## config.mk

```make
export PLATFORM = sky130hd
export DESIGN_NAME = nmd_result_fifo
export DESIGN_NICKNAME = d
export VERILOG_FILES = /design/src/hw/rtl/nmd_pkg.sv /design/src/hw/rtl/nmd_result_fifo.sv
export SDC_FILE = /design/constraint.sdc
export NUM_CORES = 1
export LEC_CHECK = 0
export BUFFER_PORTS_ARGS = -buffer_cell sky130_fd_sc_hd__buf_2
export CAP_MARGIN = 5
export CORE_MARGIN = 1
export CORE_UTILIZATION = 45
export DETAILED_ROUTE_END_ITERATION = 10
export MAX_ROUTING_LAYER = met4
export PLACE_DENSITY = 0.72
export SLEW_MARGIN = 30
export SYNTH_ARGS = -nofsm -noshare
export SYNTH_HDL_FRONTEND = slang
export SYNTH_SLANG_ARGS = --single-unit
```

## constraint.sdc

```tcl
create_clock -name clk -period 2.4 [get_ports clk]
set_clock_uncertainty 0.05 [all_clocks]
set_input_delay 0.24 -clock clk [delete_from_list [all_inputs] [get_ports clk]]
set_output_delay 0.24 -clock clk [all_outputs]
set_load 0.01 [all_outputs]
```

## src/hw/rtl/nmd_pkg.sv

```systemverilog
// nmd_pkg: shared types, constants and slot helpers for the neighbor max abs diff edge filter
// no dependencies; imported by the top level, the edge unit, the result fifo and the bench
`timescale 1ns / 1ps

package nmd_pkg;

    localparam int NMD_WIDTH_MAX  = 1024;
    localparam int NMD_PIXEL_BITS = 8;
    localparam int NMD_CFG_BITS   = 11;
    localparam int NMD_FIFO_DEPTH = 4;

    localparam logic [NMD_CFG_BITS-1:0] NMD_WIDTH_RESET = 11'd1024;

    typedef enum logic
    {
        REQ_PIXEL = 1'b0,
        REQ_DRAIN = 1'b1
    } req_kind_t;

    typedef logic [1:0] slot_t;

    // per-request control handed from the input stage to the edge unit
    typedef struct packed
    {
        req_kind_t kind;
        logic      emit_a;
        logic      emit_b;
        logic      a_left;
        logic      a_right;
        logic      b_left;
        logic      top_ok;
        logic      bot_ok;
        logic      a_row_last;
        logic      a_frame_last;
        slot_t     slot_above;
        slot_t     slot_prev;
    } ctl_t;

    typedef struct packed
    {
        logic       frame_last;
        logic       row_last;
        logic [7:0] edge_value;
    } result_t;

    function automatic slot_t slot_inc(input slot_t s);
        return (s == 2'd2) ? 2'd0 : s + 2'd1;
    endfunction

    function automatic slot_t slot_dec(input slot_t s);
        return (s == 2'd0) ? 2'd2 : s - 2'd1;
    endfunction

endpackage

```

## src/hw/rtl/nmd_result_fifo.sv

```systemverilog
// nmd_result_fifo: small result queue taking up to two results a cycle, one out
// depends on nmd_pkg
`timescale 1ns / 1ps

module nmd_result_fifo (
    input  logic             clk,
    input  logic             rst_n,
    input  logic             in_a_valid,
    input  nmd_pkg::result_t in_a,
    input  logic             in_b_valid,
    input  nmd_pkg::result_t in_b,
    output logic             room_two,
    output logic             out_valid,
    input  logic             out_ready,
    output nmd_pkg::result_t out_data
);

    import nmd_pkg::*;

    localparam int PTR_W = $clog2(NMD_FIFO_DEPTH);
    localparam int CNT_W = $clog2(NMD_FIFO_DEPTH + 1);

    result_t          entry_reg [NMD_FIFO_DEPTH];
    logic [PTR_W-1:0] wr_ptr_reg;
    logic [PTR_W-1:0] wr_ptr_next;
    logic [PTR_W-1:0] wr_ptr_plus;
    logic [PTR_W-1:0] rd_ptr_reg;
    logic [PTR_W-1:0] rd_ptr_next;
    logic [CNT_W-1:0] count_reg;
    logic [CNT_W-1:0] count_next;
    logic [1:0]       push_n;
    logic             pop;

    always_comb
    begin
        pop         = out_valid && out_ready;
        push_n      = {1'b0, in_a_valid} + {1'b0, in_b_valid};
        wr_ptr_plus = wr_ptr_reg + PTR_W'(1);
        wr_ptr_next = wr_ptr_reg + PTR_W'(push_n);
        rd_ptr_next = rd_ptr_reg + PTR_W'(pop);
        count_next  = count_reg + CNT_W'(push_n) - CNT_W'(pop);
    end

    assign room_two  = count_reg <= CNT_W'(NMD_FIFO_DEPTH - 2);
    assign out_valid = count_reg != '0;
    assign out_data  = entry_reg[rd_ptr_reg];

    always_ff @(posedge clk)
    begin
        if (in_a_valid)
        begin
            entry_reg[wr_ptr_reg] <= in_a;
            if (in_b_valid)
            begin
                entry_reg[wr_ptr_plus] <= in_b;
            end
        end
        else if (in_b_valid)
        begin
            entry_reg[wr_ptr_reg] <= in_b;
        end
    end

    always_ff @(posedge clk or negedge rst_n)
    begin
        if (!rst_n)
        begin
            wr_ptr_reg <= '0;
            rd_ptr_reg <= '0;
            count_reg  <= '0;
        end
        else
        begin
            wr_ptr_reg <= wr_ptr_next;
            rd_ptr_reg <= rd_ptr_next;
            count_reg  <= count_next;
        end
    end

endmodule

```

==> summary.md <==
| Metric | Value |
|---|---|
| Outcome | `completed` |
| Gr usage total | `20.0%` |
| HP Class | `input pin to flip-flop` |
| P_leak | `1.16 nW` |
| Slew Limit Headroom | `57.9%` |
| Number of synthesized register bits | `47` |
| Layout area overhead | `13.6%` |
| Psw | `1.11 mW` |
| Seq/Total Area, Yosys | `52.5%` |
| Critical Path AT | `2.44 ns` |
| Crit path time final | `2.26 ns` |
| Sum Neg Setup Slack | `0 ns` |
| Synth warn | `0` |
| Largest family of logic cells by synthesized area | `multiplexers` |
| Filler instances | `485` |
| CTS tree | `built` |
| Syn Nets | `223` |
| Gpl congestion | `0.777` |
| Largest net degree at the start of global routing | `21` |
| Wire per inst | `18.3 µm` |
| Max Clk Rate | `0.443 GHz` |
| Root Driver | `clkbuf_8` |
| WL final | `5530 µm` |
| DRT antenna net count | `0` |
| Global-route wire length before repair | `8700 µm` |
| Yosys cell types | `27` |
| H-tree Lvls | `2` |
| Post-Synth Adder-Cell Area | `4.58%` |
| Setup crit end kind | `flip-flop` |
| Post-DR vias/cell | `5.85` |
| Die height | `78.3 µm` |
| Slew @ Worst Pin | `0.631 ns` |
| Fin util | `53.4%` |
| Cell accounting for the most synthesized area | `edfxtp_1` |
| Via count | `1,774` |
| Syn Inst Count | `189` |
| RSZ-0062 raised after global routing | `false` |
| Nets | `264` |
| Clock sinks | `47` |
| Clk buf depth | `2` |
| Initial Utilization | `47.0%` |
| Worst skew pair latency | `0.30 ns` |
| Post-detailed-placement half-perimeter wirelength | `3750 µm` |
| Design Power | `3.24 mW` |
| Vias in the first global route | `1,791` |
| Post-synthesis compound-gate area fraction | `11.6%` |
| Worst-path clk slew | `0.08 ns` |
| Sequential power share | `44.3%` |
| Logic pwr share | `40.8%` |
| Ratio of cells with drive above 1 in the final layout | `32.5%` |
| Setup bufs post-CTS | `0` |
| Max cap viols | `0` |
| Placed inst area | `2880 µm²` |
| Worst EP required | `2.58 ns` |
| DR DRC count | `0` |
| CP Max Fanout | `3` |
| Hold_ws | `0.208 ns` |
| Switching Fraction | `34.2%` |
| # diodes | `0` |
| Most frequent cells in the layout | `edfxtp_1, buf_2, o221ai_1` |
| Worst ir drop on vdd | `0.645 mV` |
| Die Span X | `78.3 µm` |
| Row count | `27` |
| Crit path launch type | `flip-flop` |
| Core Region | `5570 µm²` |
| Leading cell type in the layout, fill and taps excluded | `edfxtp_1` |
| Netlist Area Pre-Place | `2620 µm²` |
| Antenna violations before repair | `0` |
| Crit Path Category | `flip-flop to flip-flop` |
| Design Area, Final | `2980 µm²` |
| Synth Area in Simple Gates | `10.5%` |
| Die ar. | `6130 µm²` |
| Multiplexer share of the synthesized area | `14.3%` |
| Final period utilization | `94.1%` |
| Post-Syn Area per Cell | `13.9 µm²` |
| XOR/XNOR Fraction of Synth Area | `1.67%` |
| Final Slew Violations | `0` |
| Initial drt markers | `89` |
| Clock power share | `14.9%` |
| Max reg flops | `40` |
| Hold Violations, Final | `0` |
| Synth top area share | `45.8%` |
| CTS Buf Count | `5` |
| Pwr dens | `1090 nW/µm²` |
| Port bufs | `36` |
| Overflow after GRT | `0` |
| IO Pins | `37` |
| Router iterations before antenna repair | `4` |
| Int Power | `2.13 mW` |
| Synth top area cells | `edfxtp_1, o221ai_1, mux4_2` |
| Final setup fails | `0` |
-- cell families after synthesis --
logic type / after synthesis
AOI/OAI and AO/OA: 36
xor gates and xnor gates: 5
adders and majority gates: 9
buffers and inverters: 22
DFF: 47
muxes: 20
and+or+nand+nor: 50
-- layer usage --
layer  GRT usage [%]  part of all wire (%)
met5               -                     0
met4            9.07                   1.6
met3            3.95                   7.0
met2            33.6                    50
met1            23.3                    41
-- cells in the mapped netlist, drive strengths merged --
cell,number
and3b,2
a31o,1
nand2,21
nand2b,22
o31ai,1
and2,1
mux2,10
a21boi,1
nand3,1
clkbuf,1
o221ai,30
a21oi,2
buf,13
a21o,1
xnor2,4
inv,8
ha,8
nor3b,1
fa,1
dfrtp,7
xor2,1
mux4,10
edfxtp,40
nor2,1
or3,1
-- critical path: stages, from the launching register on --
cell and delay, ns:
dfrtp_1 0.41, or3_1 0.38, and2_1 0.18, ha_1 0.27, inv_1 0.04, ha_1 0.18, fa_1 0.37, xnor2_1 0.18
xnor2_1 0.13
-- power by group through the flow --
stage / sequential, mW / combinational, mW / clock [mW]
floorplan: 1.33 / 1.03 / 0
global placement: 1.44 / 1.31 / 0
detailed placement: 1.46 / 1.34 / 0
CTS: 1.44 / 1.34 / 0.492
global route: 1.47 / 1.44 / 0.525
finish: 1.43 / 1.32 / 0.484
-- through the flow --
step,std cells,setup WS (ns)
6_report,303,0.141
5_1_grt,303,0.0153
4_1_cts,303,0.112
3_5_place_dp,294,0.132
3_3_place_gp,294,0.155
2_1_floorplan,189,0.124
-- timing repair --
action,CTS,global route
resized for setup,0,0
hold endpoints to repair,7,0
hold buffers,1,0
setup endpoints to repair,0,1
-- area by class of cell --
class	count	area, µm²	area share, %
tap	72	90.1	3.03
clock inverter	1	5.00	0.168
timing repair buffer	48	273	9.16
sequential	47	1380	46.2
inverter	8	30.0	1.01
multi-input combinational	120	1120	37.5
clock buffer	7	86.3	2.90
-- worst paths after layout --
kind | startpoint | endpoint | slack, ns | cells after the start
worst max register to register | count_reg[2] | count_reg[2] | 0.14 | 8
max in group asynchronous | rst_n | wr_ptr_reg[1] | 1.89 | 2
worst min-delay path | in_a[9] | entry_reg[0][9] | 0.21 | 2
min in group asynchronous | rst_n | count_reg[0] | 0.25 | 2
worst max-delay path | count_reg[2] | count_reg[2] | 0.14 | 8
worst min register to register | count_reg[2] | count_reg[2] | 0.45 | 1
(Power assumes the default switching activity.)
