`src/hw/rtl/nmd_pkg.sv`:
```
// nmd_pkg: shared types, constants and slot helpers for the neighbor max abs diff edge filter
// no dependencies; imported by the top level, the edge unit, the result fifo and the bench
`timescale 1ns / 1ps

package nmd_pkg;

    localparam int NMD_WIDTH_MAX  = 1024;
    localparam int NMD_PIXEL_BITS = 8;
    localparam int NMD_CFG_BITS   = 11;
    localparam int NMD_FIFO_DEPTH = 4;

    localparam logic [NMD_CFG_BITS-1:0] NMD_WIDTH_RESET = 11'd1024;

    typedef enum logic
    {
        REQ_PIXEL = 1'b0,
        REQ_DRAIN = 1'b1
    } req_kind_t;

    typedef logic [1:0] slot_t;

    // per-request control handed from the input stage to the edge unit
    typedef struct packed
    {
        req_kind_t kind;
        logic      emit_a;
        logic      emit_b;
        logic      a_left;
        logic      a_right;
        logic      b_left;
        logic      top_ok;
        logic      bot_ok;
        logic      a_row_last;
        logic      a_frame_last;
        slot_t     slot_above;
        slot_t     slot_prev;
    } ctl_t;

    typedef struct packed
    {
        logic       frame_last;
        logic       row_last;
        logic [7:0] edge_value;
    } result_t;

    function automatic slot_t slot_inc(input slot_t s);
        return (s == 2'd2) ? 2'd0 : s + 2'd1;
    endfunction

    function automatic slot_t slot_dec(input slot_t s);
        return (s == 2'd0) ? 2'd2 : s - 2'd1;
    endfunction

endpackage

```
`src/hw/rtl/nmd_edge_unit.sv`:
```
// nmd_edge_unit: 3x3 column window and the two max abs difference evaluations per request
// depends on nmd_pkg
`timescale 1ns / 1ps

module nmd_edge_unit #(
    parameter int PIXEL_BITS = nmd_pkg::NMD_PIXEL_BITS
) (
    input  logic                       clk,
    input  logic                       fire,
    input  nmd_pkg::ctl_t              ctl,
    input  logic [PIXEL_BITS-1:0]      px,
    input  logic [2:0][PIXEL_BITS-1:0] col_a,  // read port a of line stores 0..2
    input  logic [2:0][PIXEL_BITS-1:0] col_b,  // read port b of line stores 0..2
    output nmd_pkg::result_t           res_a,
    output nmd_pkg::result_t           res_b
);

    import nmd_pkg::*;

    typedef struct packed
    {
        logic [PIXEL_BITS-1:0] top;
        logic [PIXEL_BITS-1:0] mid;
        logic [PIXEL_BITS-1:0] bot;
    } column_t;

    column_t wa_reg;
    column_t wb_reg;
    column_t wa_next;
    column_t wb_next;
    column_t col_new;
    column_t col_right;
    column_t a_l;
    column_t a_c;
    column_t a_r;

    logic [PIXEL_BITS-1:0] val_a;
    logic [PIXEL_BITS-1:0] val_b;
    logic [PIXEL_BITS+7:0] ext_a;
    logic [PIXEL_BITS+7:0] ext_b;

    function automatic logic [PIXEL_BITS-1:0] max_abs_diff(
        input column_t l,
        input column_t c,
        input column_t r,
        input logic    lok,
        input logic    rok,
        input logic    tok,
        input logic    bok
    );
        logic [PIXEL_BITS-1:0] nb [8];
        logic [7:0]            ok;
        logic [PIXEL_BITS-1:0] best;
        logic [PIXEL_BITS-1:0] d;
        nb[0] = l.top;
        nb[1] = l.mid;
        nb[2] = l.bot;
        nb[3] = c.top;
        nb[4] = c.bot;
        nb[5] = r.top;
        nb[6] = r.mid;
        nb[7] = r.bot;
        ok[0] = lok & tok;
        ok[1] = lok;
        ok[2] = lok & bok;
        ok[3] = tok;
        ok[4] = bok;
        ok[5] = rok & tok;
        ok[6] = rok;
        ok[7] = rok & bok;
        best  = '0;
        for (int i = 0; i < 8; i++)
        begin
            d = (nb[i] >= c.mid) ? nb[i] - c.mid : c.mid - nb[i];
            if (ok[i] && (d > best))
            begin
                best = d;
            end
        end
        return best;
    endfunction

    always_comb
    begin
        col_new.top   = col_a[ctl.slot_above];
        col_new.mid   = col_a[ctl.slot_prev];
        col_new.bot   = px;
        col_right.top = col_b[ctl.slot_above];
        col_right.mid = col_b[ctl.slot_prev];
        col_right.bot = '0;

        // pixel: result one column behind the incoming one; drain: result at the read column
        if (ctl.kind == REQ_DRAIN)
        begin
            a_l = wb_reg;
            a_c = col_new;
            a_r = col_right;
        end
        else
        begin
            a_l = wa_reg;
            a_c = wb_reg;
            a_r = col_new;
        end

        val_a = max_abs_diff(a_l, a_c, a_r, ctl.a_left, ctl.a_right, ctl.top_ok, ctl.bot_ok);
        // row end: the incoming column itself, no right neighbor
        val_b = max_abs_diff(wb_reg, col_new, col_new, ctl.b_left, 1'b0, ctl.top_ok,
                             ctl.bot_ok);

        ext_a = {8'd0, val_a};
        ext_b = {8'd0, val_b};

        res_a.edge_value = ext_a[7:0];
        res_a.row_last   = ctl.a_row_last;
        res_a.frame_last = ctl.a_frame_last;
        res_b.edge_value = ext_b[7:0];
        res_b.row_last   = 1'b1;
        res_b.frame_last = 1'b0;

        wa_next = fire ? wb_reg  : wa_reg;
        wb_next = fire ? col_new : wb_reg;
    end

    always_ff @(posedge clk)
    begin
        wa_reg <= wa_next;
        wb_reg <= wb_next;
    end

endmodule

```
`config.mk`:
```
export PLATFORM = sky130hd
export DESIGN_NAME = nmd_edge_unit
export DESIGN_NICKNAME = d
export VERILOG_FILES = /design/src/hw/rtl/nmd_pkg.sv /design/src/hw/rtl/nmd_edge_unit.sv
export SDC_FILE = /design/constraint.sdc
export NUM_CORES = 1
export LEC_CHECK = 0
export ABC_AREA = 1
export BUFFER_PORTS_ARGS = -buffer_cell sky130_fd_sc_hd__buf_4
export CAP_MARGIN = 25
export CORE_MARGIN = 8
export CORE_UTILIZATION = 35
export CTS_CLUSTER_SIZE = 20
export DETAILED_ROUTE_END_ITERATION = 8
export PLACE_DENSITY = 0.61
export SYNTH_ARGS = -nofsm -noshare
export SYNTH_HDL_FRONTEND = slang
export SYNTH_SLANG_ARGS = --single-unit
```
`constraint.sdc`:
```
create_clock -name clk -period 33.4 [get_ports clk]
set_input_delay 3.34 -clock clk [delete_from_list [all_inputs] [get_ports clk]]
set_output_delay 3.34 -clock clk [all_outputs]
set_load 0.05 [all_outputs]
```
==> flow_metrics.py, run 1 <==
metrics = {
    "outcome": {
        "status": "finished, final reports clean",
    },
    "worst_setup_path": {
        "reg2reg_from": "wb_reg[23]$_DFFE_PP_",
        "critical_path.slowest_cell": "inv_1",
        "worstReg2RegEnd": "wa_reg[23]$_DFFE_PP_",
        "max_stage_delay_ns": 0.64,
        "worstRegToRegCells": 0,
        "path_class": "input port to primary output",
        "worstSetupStartpointType": "input port",
        "crit_required_ns": 30.06,
        "cp.arrival_ns": 18.82,
        "end_kind": "primary output",
        "path_delay_family": "simple AND/OR/NAND/NOR gates",
        "rrSetupSlack_ns": 32.59,
        "cp.buffers_inverters": 20,
        "critPathMostFrequentCell": "nand2_1",
        "crit_fanout": 32,
    },
    "synth": {
        "synth_cell_types": 53,
        "synthFlopType": "edfxtp_1",
        "yosys.cell_count.top_type": "nand2_1",
        "synthTopCellsByCount": "nand2_1 (442), inv_1 (371), ha_1 (281)",
        "synth_nets": 2493,
        "ys_seq_area_share_pct": 10.2,
        "synth_edf_count": 48,
        "synth-seq-cells": 48,
        "yosysTopAreaCell": "ha_1",
        "ys_warn_count": 0,
        "postSynth.asyncResetShare_pct": 0,
        "synthTopCellsByArea": "ha_1 (25%), nand2_1 (12%), edfxtp_1 (10%)",
        "syn_inst": 2114,
        "syn_area_sq_um": 14100,
        "synth.top_cell.area_share_pct": 24.8,
        "avgSynthCellArea_sq_um": 6.69,
    },
    "global_route": {
        "grt_max_degree": 104,
        "antenna_found_initial": 0,
        "grt_pass1_wl_um": 70400,
        "grt_pass1_vias": 13200,
        "grt.total_usage_pct": 18.2,
        "overflow": 0,
    },
    "drt": {
        "remaining_drc_errors": 0,
        "first_pass_iters": 5,
        "antenna_left": 0,
        "wl_per_cell_um": 16.5,
        "first_iter_violations": 891,
        "viasPerCell": 5.13,
        "postRouteWirelength_um": 44500,
        "vias": 13800,
    },
    "power": {
        "total_power_mw": 1.45,
        "internal-power_mw": 0.556,
        "switching_share_pct": 61.6,
        "powerDensity_nw_per_um2": 93.8,
        "pwr-share-clk_pct": 3.9,
        "pwr-share-seq_pct": 5.3,
        "vdd_drop_max_mv": 0.151,
        "p_leak_nw": 8.14,
        "comb_power_share_pct": 90.9,
        "power.switching_mw": 0.894,
    },
    "min_path": {
        "hp-class": "flop to flop",
        "hp-start": "wb_reg[11]$_DFFE_PP_",
        "hold_path_end": "wa_reg[11]$_DFFE_PP_",
        "whs_path_depth": 0,
    },
    "timing": {
        "layout_setup_ws_ns": 11.24,
        "fin_worst_skew_ns": 0.00539,
        "final.setup.tns_ns": 0,
        "hold_viol_final": 0,
        "rsz0062_at_grt": "no",
        "tightest_slew_ns": 0.939,
        "finalSetupViolCount": 0,
        "whs_ns": 0.487,
        "max_freq_ghz": 0.0451,
        "slew_violations": 0,
        "relSlewSlack_pct": 36.7,
        "post-route-min-period_ns": 22.16,
        "period_share_pct": 66.3,
    },
    "placement": {
        "place.detailed.hpwl_um": 37000,
        "place_inst": 2683,
        "pre_cts_slack_ns": 11.31,
        "place.gp.congestion": 0.901,
        "dpl_cell_area_sq_um": 15300,
        "io_buffers": 83,
    },
    "floorplanning": {
        "rows": 73,
        "pin_count": 92,
        "initial_core_util_pct": 35.5,
        "core_area_sq_um": 39800,
        "dieArea_sq_um": 47100,
        "die_width_um": 217,
        "die_height_um": 217,
    },
    "layout": {
        "drive_gt1_share_pct": 8.82,
        "final_util_pct": 38.8,
        "diodes": 0,
        "final_nets": 2544,
        "fin_cells": 2691,
        "design_area_sq_um": 15500,
        "syn2layout_area_growth_pct": 9.29,
    },
    "cts": {
        "postCtsSetupBuffers": 0,
        "cts-root-buf": "clkbuf_16",
        "cts_resized": 0,
        "path_clk_slew_ns": 0.06,
        "cts_buffer_depth": 2,
        "clock_latency_ns": 0.29,
        "cts-buffers-inserted": 5,
        "cts_hold_buf": 0,
        "cts_sinks": 48,
        "cts_tree": "done",
        "cts_max_level": 2,
    },
    "flow_run": {
        "maxCapViolations": 0,
    },
}
## placed cells by master, fill, tap and decap left out, types with 30 or more instances in the layout
cell and count:
xnor2_1 30, edfxtp_1 48, o21ai_0 228, xor2_1 50
nor2_1 77, inv_1 371, a21oi_1 173, buf_4 100
nand3_1 74, ha_1 281, nand2_1 442
## power by group through the flow
stage	Sequential (mW)	Combinational, mW	Clock (mW)
floorplan	0.0760	1.00	0
global placement	0.0773	1.29	0
detailed placement	0.0777	1.32	0
CTS	0.0763	1.32	0.0570
global route	0.0769	1.49	0.0590
finish	0.0762	1.32	0.0563
## how the worst max path moves through the flow
| stage | from | to | slack (ns) | depth (start not counted) |
|---|---|---|---|---|
| 4_1_cts | ctl[0] | res_a[0] | 11.27 | 88 |
| 6_report | ctl[0] | res_a[0] | 11.24 | 89 |
| 5_1_grt | ctl[0] | res_a[3] | 9.36 | 88 |
| 2_1_floorplan | ctl[1] | res_a[3] | 11.52 | 89 |
| 3_3_place_gp | ctl[0] | res_a[0] | 11.44 | 88 |
| 3_5_place_dp | ctl[0] | res_a[0] | 11.31 | 88 |
## layout make-up
type / count / area (sq um)
timing repair buffer: 100 / 751
fill: 4332 / 24400
sequential: 48 / 1440
inverter: 378 / 1420
clock inverter: 3 / 37.5
multi-input combinational: 1632 / 11000
clock buffer: 5 / 125
tap: 525 / 657
## per-layer routing
metal	routed length, um	global-route usage [%]
met1	20700	24.5
met2	20600	31.2
met3	2070	1.35
met4	1090	4.73
met5	0	0
## cell families after synthesis
group	count (synthesis)	synth area share (%)
other cells	2	0.0531
mux	25	1.81
simple gates	694	21.8
flops	48	10.2
fa+ha+maj	307	28.5
buf+inv	434	11.9
xor+xnor	80	4.95
compound gates	524	20.8
(Power assumes the default switching activity.)
==> inputs of run 2 (changes only) <==
ABC_AREA = 0   (was 1)
clock period = 22.7 ns   (was 33.4 ns; I/O delays follow)
==> flow_metrics.py, run 2 <==
metrics = {
    "global_route": {
        "grt_max_degree": 80,
        "grt.total_usage_pct": 19.7,
        "overflow": 0,
        "grt_pass1_wl_um": 78400,
        "grt_pass1_vias": 13600,
        "antenna_found_initial": 1,
    },
    "cts": {
        "clock_latency_ns": 0.30,
        "path_clk_slew_ns": 0.07,
        "cts-buffers-inserted": 5,
        "cts_tree": "done",
        "cts-root-buf": "clkbuf_16",
        "cts_buffer_depth": 2,
        "cts_sinks": 48,
        "cts_max_level": 2,
    },
    "floorplanning": {
        "dieArea_sq_um": 49100,
        "core_area_sq_um": 41900,
        "die_width_um": 222,
        "pin_count": 92,
        "rows": 75,
        "die_height_um": 222,
        "initial_core_util_pct": 35.3,
    },
    "layout": {
        "final_cell_mix": "ha_1 (281), inv_1 (191), buf_4 (138)",
        "design_area_sq_um": 16500,
        "final_util_pct": 39.3,
        "final_nets": 2304,
        "diodes": 0,
        "nFillCells": 4253,
        "drive_gt1_share_pct": 11.7,
        "syn2layout_area_growth_pct": 11.4,
        "mostFrequentLayoutCell": "ha_1",
        "fin_cells": 2465,
    },
    "synth": {
        "ys_warn_count": 0,
        "yosysTopAreaCell": "ha_1",
        "synth_edf_count": 48,
        "synth-seq-cells": 48,
        "syn_area_sq_um": 14800,
        "synth_nets": 2219,
        "synthTopCellsByCount": "ha_1 (281), inv_1 (191), nand2_1 (131)",
        "avgSynthCellArea_sq_um": 8.04,
        "synth_cell_types": 94,
        "synthFlopType": "edfxtp_1",
        "synthTopCellsByArea": "ha_1 (24%), edfxtp_1 (9.7%), mux2i_1 (7.6%)",
        "syn_inst": 1840,
        "ys_seq_area_share_pct": 9.75,
        "synth.top_cell.area_share_pct": 23.8,
        "yosys.cell_count.top_type": "ha_1",
        "postSynth.asyncResetShare_pct": 0,
    },
    "drt": {
        "viasPerCell": 5.73,
        "vias": 14100,
        "first_iter_violations": 1148,
        "wl_per_cell_um": 20.4,
        "postRouteWirelength_um": 50400,
        "antenna_left": 0,
        "first_pass_iters": 7,
        "remaining_drc_errors": 0,
    },
    "placement": {
        "place.detailed.hpwl_um": 41600,
        "dpl_cell_area_sq_um": 16200,
        "place.gp.congestion": 0.959,
        "place_inst": 2456,
        "pre_cts_slack_ns": 0.936,
        "io_buffers": 83,
    },
    "timing": {
        "slew_violations": 0,
        "relSlewSlack_pct": 40.1,
        "whs_ns": 0.540,
        "finalSetupViolCount": 0,
        "hold_viol_final": 0,
        "period_share_pct": 94.2,
        "fin_worst_skew_ns": 0.00918,
        "rsz0062_at_grt": "no",
        "final.setup.tns_ns": 0,
        "layout_setup_ws_ns": 1.31,
        "post-route-min-period_ns": 21.39,
        "max_freq_ghz": 0.0467,
        "tightest_slew_ns": 0.889,
    },
    "flow_run": {
        "maxCapViolations": 0,
    },
    "worst_setup_path": {
        "end_kind": "primary output",
        "path_class": "input port to primary output",
        "crit_fanout": 18,
        "cp.arrival_ns": 19.12,
        "max_stage_delay_ns": 0.51,
        "critPathMostFrequentCell": "ha_1",
        "worstSetupStartpointType": "input port",
        "critical_path.slowest_cell": "a2111oi_0",
        "crit_required_ns": 20.43,
    },
    "power": {
        "powerDensity_nw_per_um2": 151,
        "p_leak_nw": 7.94,
        "vdd_drop_max_mv": 0.168,
        "total_power_mw": 2.49,
    },
    "min_path": {
        "hp-class": "flop to flop",
    },
    "outcome": {
        "status": "finished, final reports clean",
    },
}
-- run 2: changes by cell type in the layout (fill, tap and decap cells not counted), sizes merged, moves of 19 or more --
| cell | delta |
|---|---|
| mux2i | +95 |
| nor2b | +23 |
| xor2 | -24 |
| nand3 | -46 |
| nand2 | -340 |
| inv | -186 |
| a31oi | +19 |
| buf | +39 |
| o21ai | -141 |
| o21a | +22 |
| a21oi | -55 |
| nand2b | +26 |
| a21o | +73 |
| mux2 | +38 |
-- run 2: cells by family (layout without fill, tap and decap cells) --
family | count (synthesis) | count (layout) | share of synthesized area, %
AOI/OAI and AO/OA | 559 | 559 | 25.8
xor gates and xnor gates | 74 | 74 | 4.48
adders and majority gates | 307 | 307 | 27.3
buffers and inverters | 252 | 338 | 6.68
DFF | 48 | 48 | 9.75
muxes | 158 | 158 | 11.2
other | 2 | 2 | 0.0508
and+or+nand+nor | 440 | 440 | 14.7
-- run 2: worst paths after layout --
kind	start	end	slack [ns]	cells past startpoint
setup / recovery	ctl[0]	res_a[7]	1.31	81
hold / removal	wb_reg[8]$_DFFE_PP_	wa_reg[8]$_DFFE_PP_	0.54	0
setup reg to reg	wb_reg[17]$_DFFE_PP_	wa_reg[17]$_DFFE_PP_	21.79	0
hold reg to reg	wb_reg[8]$_DFFE_PP_	wa_reg[8]$_DFFE_PP_	0.54	0
-- run 2: area by class of cell --
class | count | area [sq um] | share of cell area [%]
Sequential cell | 48 | 1440 | 8.75
Multi-Input combinational cell | 1540 | 12400 | 75.3
Clock inverter | 3 | 68.8 | 0.418
Clock buffer | 5 | 125 | 0.760
Timing Repair Buffer | 139 | 1050 | 6.36
Inverter | 191 | 717 | 4.35
Tap cell | 539 | 674 | 4.10
-- run 2: timing repair --
item,CTS,global route
hold endpoints to repair,0,0
hold buffers,0,0
buffers inserted,0,0
endpoints found under the setup margin,0,8
resized for setup,0,8
-- run 2: worst max-delay path: cells and delay by family --
family,cells,cell delay (ns)
multiplexers,2,0.47
buffers and inverters,7,1.45
AND/OR/NAND/NOR,25,4.19
adder cells (fa/ha/maj),9,2.57
AO/OA/AOI/OAI,37,7.94
XOR/XNOR,1,0.16
-- run 2: power by group --
part	leakage, nW	internal (mW)	switching [mW]
sequential	0.468	0.107	0.00885
combinational	7.38	0.897	1.38
clock	0.0944	0.0635	0.0335
total	7.94	1.07	1.42
-- run 2: routing by layer --
metal  wire length (um)  global-route usage, %  vias to the layer above
li1                   -                      -                     6876
met1              23000                   26.4                     6726
met2              23300                   33.4                      436
met3               2370                   1.38                       92
met4               1670                   5.94                        0
met5                  0                      0                        -
==> inputs of run 3 (changes only) <==
clock period = 24.1 ns   (was 22.7 ns; I/O delays follow)
==> flow_metrics.py, run 3 (synthesis results as in run 2) <==
metrics = {
    "floorplanning": {
        "die_width_um": 222,
        "core_area_sq_um": 41900,
        "die_height_um": 222,
        "dieArea_sq_um": 49100,
        "pin_count": 92,
        "initial_core_util_pct": 35.3,
        "rows": 75,
    },
    "timing": {
        "post-route-min-period_ns": 22.76,
        "rsz0062_at_grt": "no",
        "layout_setup_ws_ns": 1.34,
        "max_freq_ghz": 0.0439,
        "tightest_slew_ns": 0.939,
        "fin_worst_skew_ns": 0.00605,
        "period_share_pct": 94.4,
        "relSlewSlack_pct": 37.2,
        "finalSetupViolCount": 0,
        "final.setup.tns_ns": 0,
        "slew_violations": 0,
        "hold_viol_final": 0,
    },
    "layout": {
        "final_cell_mix": "ha_1 (281), inv_1 (191), nand2_1 (131)",
        "mostFrequentLayoutCell": "ha_1",
        "nFillCells": 4302,
        "drive_gt1_share_pct": 10.7,
        "syn2layout_area_growth_pct": 10.1,
        "final_nets": 2286,
        "multi_input_area_sq_um": 12400,
        "seq_area_sq_um": 1440,
    },
    "worst_setup_path": {
        "critical_path.slowest_cell": "nor4_1",
        "crit_required_ns": 21.69,
        "worstSetupStartpointType": "input port",
        "critPathMostFrequentCell": "ha_1",
        "endpoint": "res_a[6]",
        "worstReg2RegEnd": "wa_reg[17]$_DFFE_PP_",
        "reg2reg_from": "wb_reg[17]$_DFFE_PP_",
        "max_stage_delay_ns": 0.48,
        "worstRegToRegCells": 0,
        "end_kind": "primary output",
        "crit_fanout": 18,
        "rrSetupSlack_ns": 23.20,
        "path_class": "input port to primary output",
        "cp.arrival_ns": 20.35,
        "startpoint": "ctl[0]",
    },
    "global_route": {
        "antenna_found_initial": 1,
        "grt_max_degree": 73,
        "grt_pass1_wl_um": 77800,
        "grt_pass1_vias": 13800,
        "overflow": 0,
        "grt.total_usage_pct": 19.5,
    },
    "cts": {
        "cts_max_level": 2,
        "clock_latency_ns": 0.29,
        "cts_sinks": 48,
        "cts_hold_buf": 0,
        "cts-root-buf": "clkbuf_16",
        "cts_tree": "done",
        "cts-buffers-inserted": 5,
        "cts_buffer_depth": 2,
        "path_clk_slew_ns": 0.06,
    },
    "drt": {
        "antenna_left": 0,
        "remaining_drc_errors": 0,
        "postRouteWirelength_um": 50200,
        "vias": 14100,
        "first_pass_iters": 6,
        "first_iter_violations": 931,
        "viasPerCell": 5.77,
        "wl_per_cell_um": 20.5,
    },
    "placement": {
        "place.gp.congestion": 0.973,
        "pre_cts_slack_ns": 1.10,
        "io_buffers": 83,
        "place.detailed.hpwl_um": 41500,
    },
    "min_path": {
        "hp-start": "wb_reg[8]$_DFFE_PP_",
        "hp-class": "flop to flop",
    },
    "flow_run": {
        "maxCapViolations": 0,
    },
    "power": {
        "p_leak_nw": 7.84,
        "powerDensity_nw_per_um2": 140,
        "vdd_drop_max_mv": 0.171,
    },
    "outcome": {
        "status": "finished, final reports clean",
    },
}
-- run 3: cell types whose count changed in the layout (fill, tap and decap cells not counted), sizes merged --
cell and change:
clkinv +1, clkbuf +1, diode +1, buf -18, inv -1, bufinv -1
-- run 3: critical path: cells and delay by family --
family	cells	cell delay [ns]
buffers and inverters	5	1.06
multiplexers	1	0.23
AO/OA/AOI/OAI	36	7.72
AND/OR/NAND/NOR	30	5.91
adder cells (fa/ha/maj)	9	2.71
XOR/XNOR	1	0.31
-- run 3: per-layer routing --
layer | wire (um) | global-route usage (%) | up-vias
met2 | 23500 | 33.7 | 432
met4 | 1390 | 5.67 | 0
li1 | - | - | 6848
met1 | 23000 | 26.0 | 6780
met3 | 2250 | 0.714 | 75
met5 | 0 | 0 | -
-- run 3: layout make-up --
class | instances | area share (%)
Clock inverter | 2 | 0.215
Multi-Input combinational cell | 1540 | 76.0
Clock buffer | 6 | 0.792
Inverter | 191 | 4.40
Antenna cell | 1 | 0.0154
Sequential cell | 48 | 8.85
Tap cell | 539 | 4.14
Timing Repair Buffer | 121 | 5.58
-- run 3: power by group --
part | total (mW) | internal (mW) | switching [mW]
logic | 2.10 | 0.806 | 1.29
clock network | 0.0772 | 0.0488 | 0.0284
registers | 0.109 | 0.101 | 0.00795
total | 2.29 | 0.956 | 1.33
-- run 3: worst min path at each step --
stage / endpoint / slack [ns] / depth (start not counted)
3_5_place_dp: wa_reg[0]$_DFFE_PP_ / 0.54 / 0
4_1_cts: wa_reg[8]$_DFFE_PP_ / 0.55 / 0
3_3_place_gp: wa_reg[0]$_DFFE_PP_ / 0.52 / 0
2_1_floorplan: wa_reg[15]$_DFFE_PP_ / 0.47 / 0
6_report: wa_reg[8]$_DFFE_PP_ / 0.55 / 0
5_1_grt: wa_reg[0]$_DFFE_PP_ / 0.56 / 0
-- run 3: timing repair --
action / CTS / global route
gates resized for setup: 0 / 4
setup buffers: 0 / 0
endpoints found under the setup margin: 0 / 8
-- run 3: through the flow --
stage          hold WS [ns]  util (%)  std cells  total power, mW  area, sq um
2_1_floorplan         0.469         -       1840             1.65        14800
3_3_place_gp          0.522      38.4       2437             2.14        16100
3_5_place_dp          0.538      38.5       2438             2.18        16100
4_1_cts               0.550      38.8       2446             2.27        16300
5_1_grt               0.562      38.9       2448             2.49        16300
6_report              0.545      38.9       2448             2.29        16300
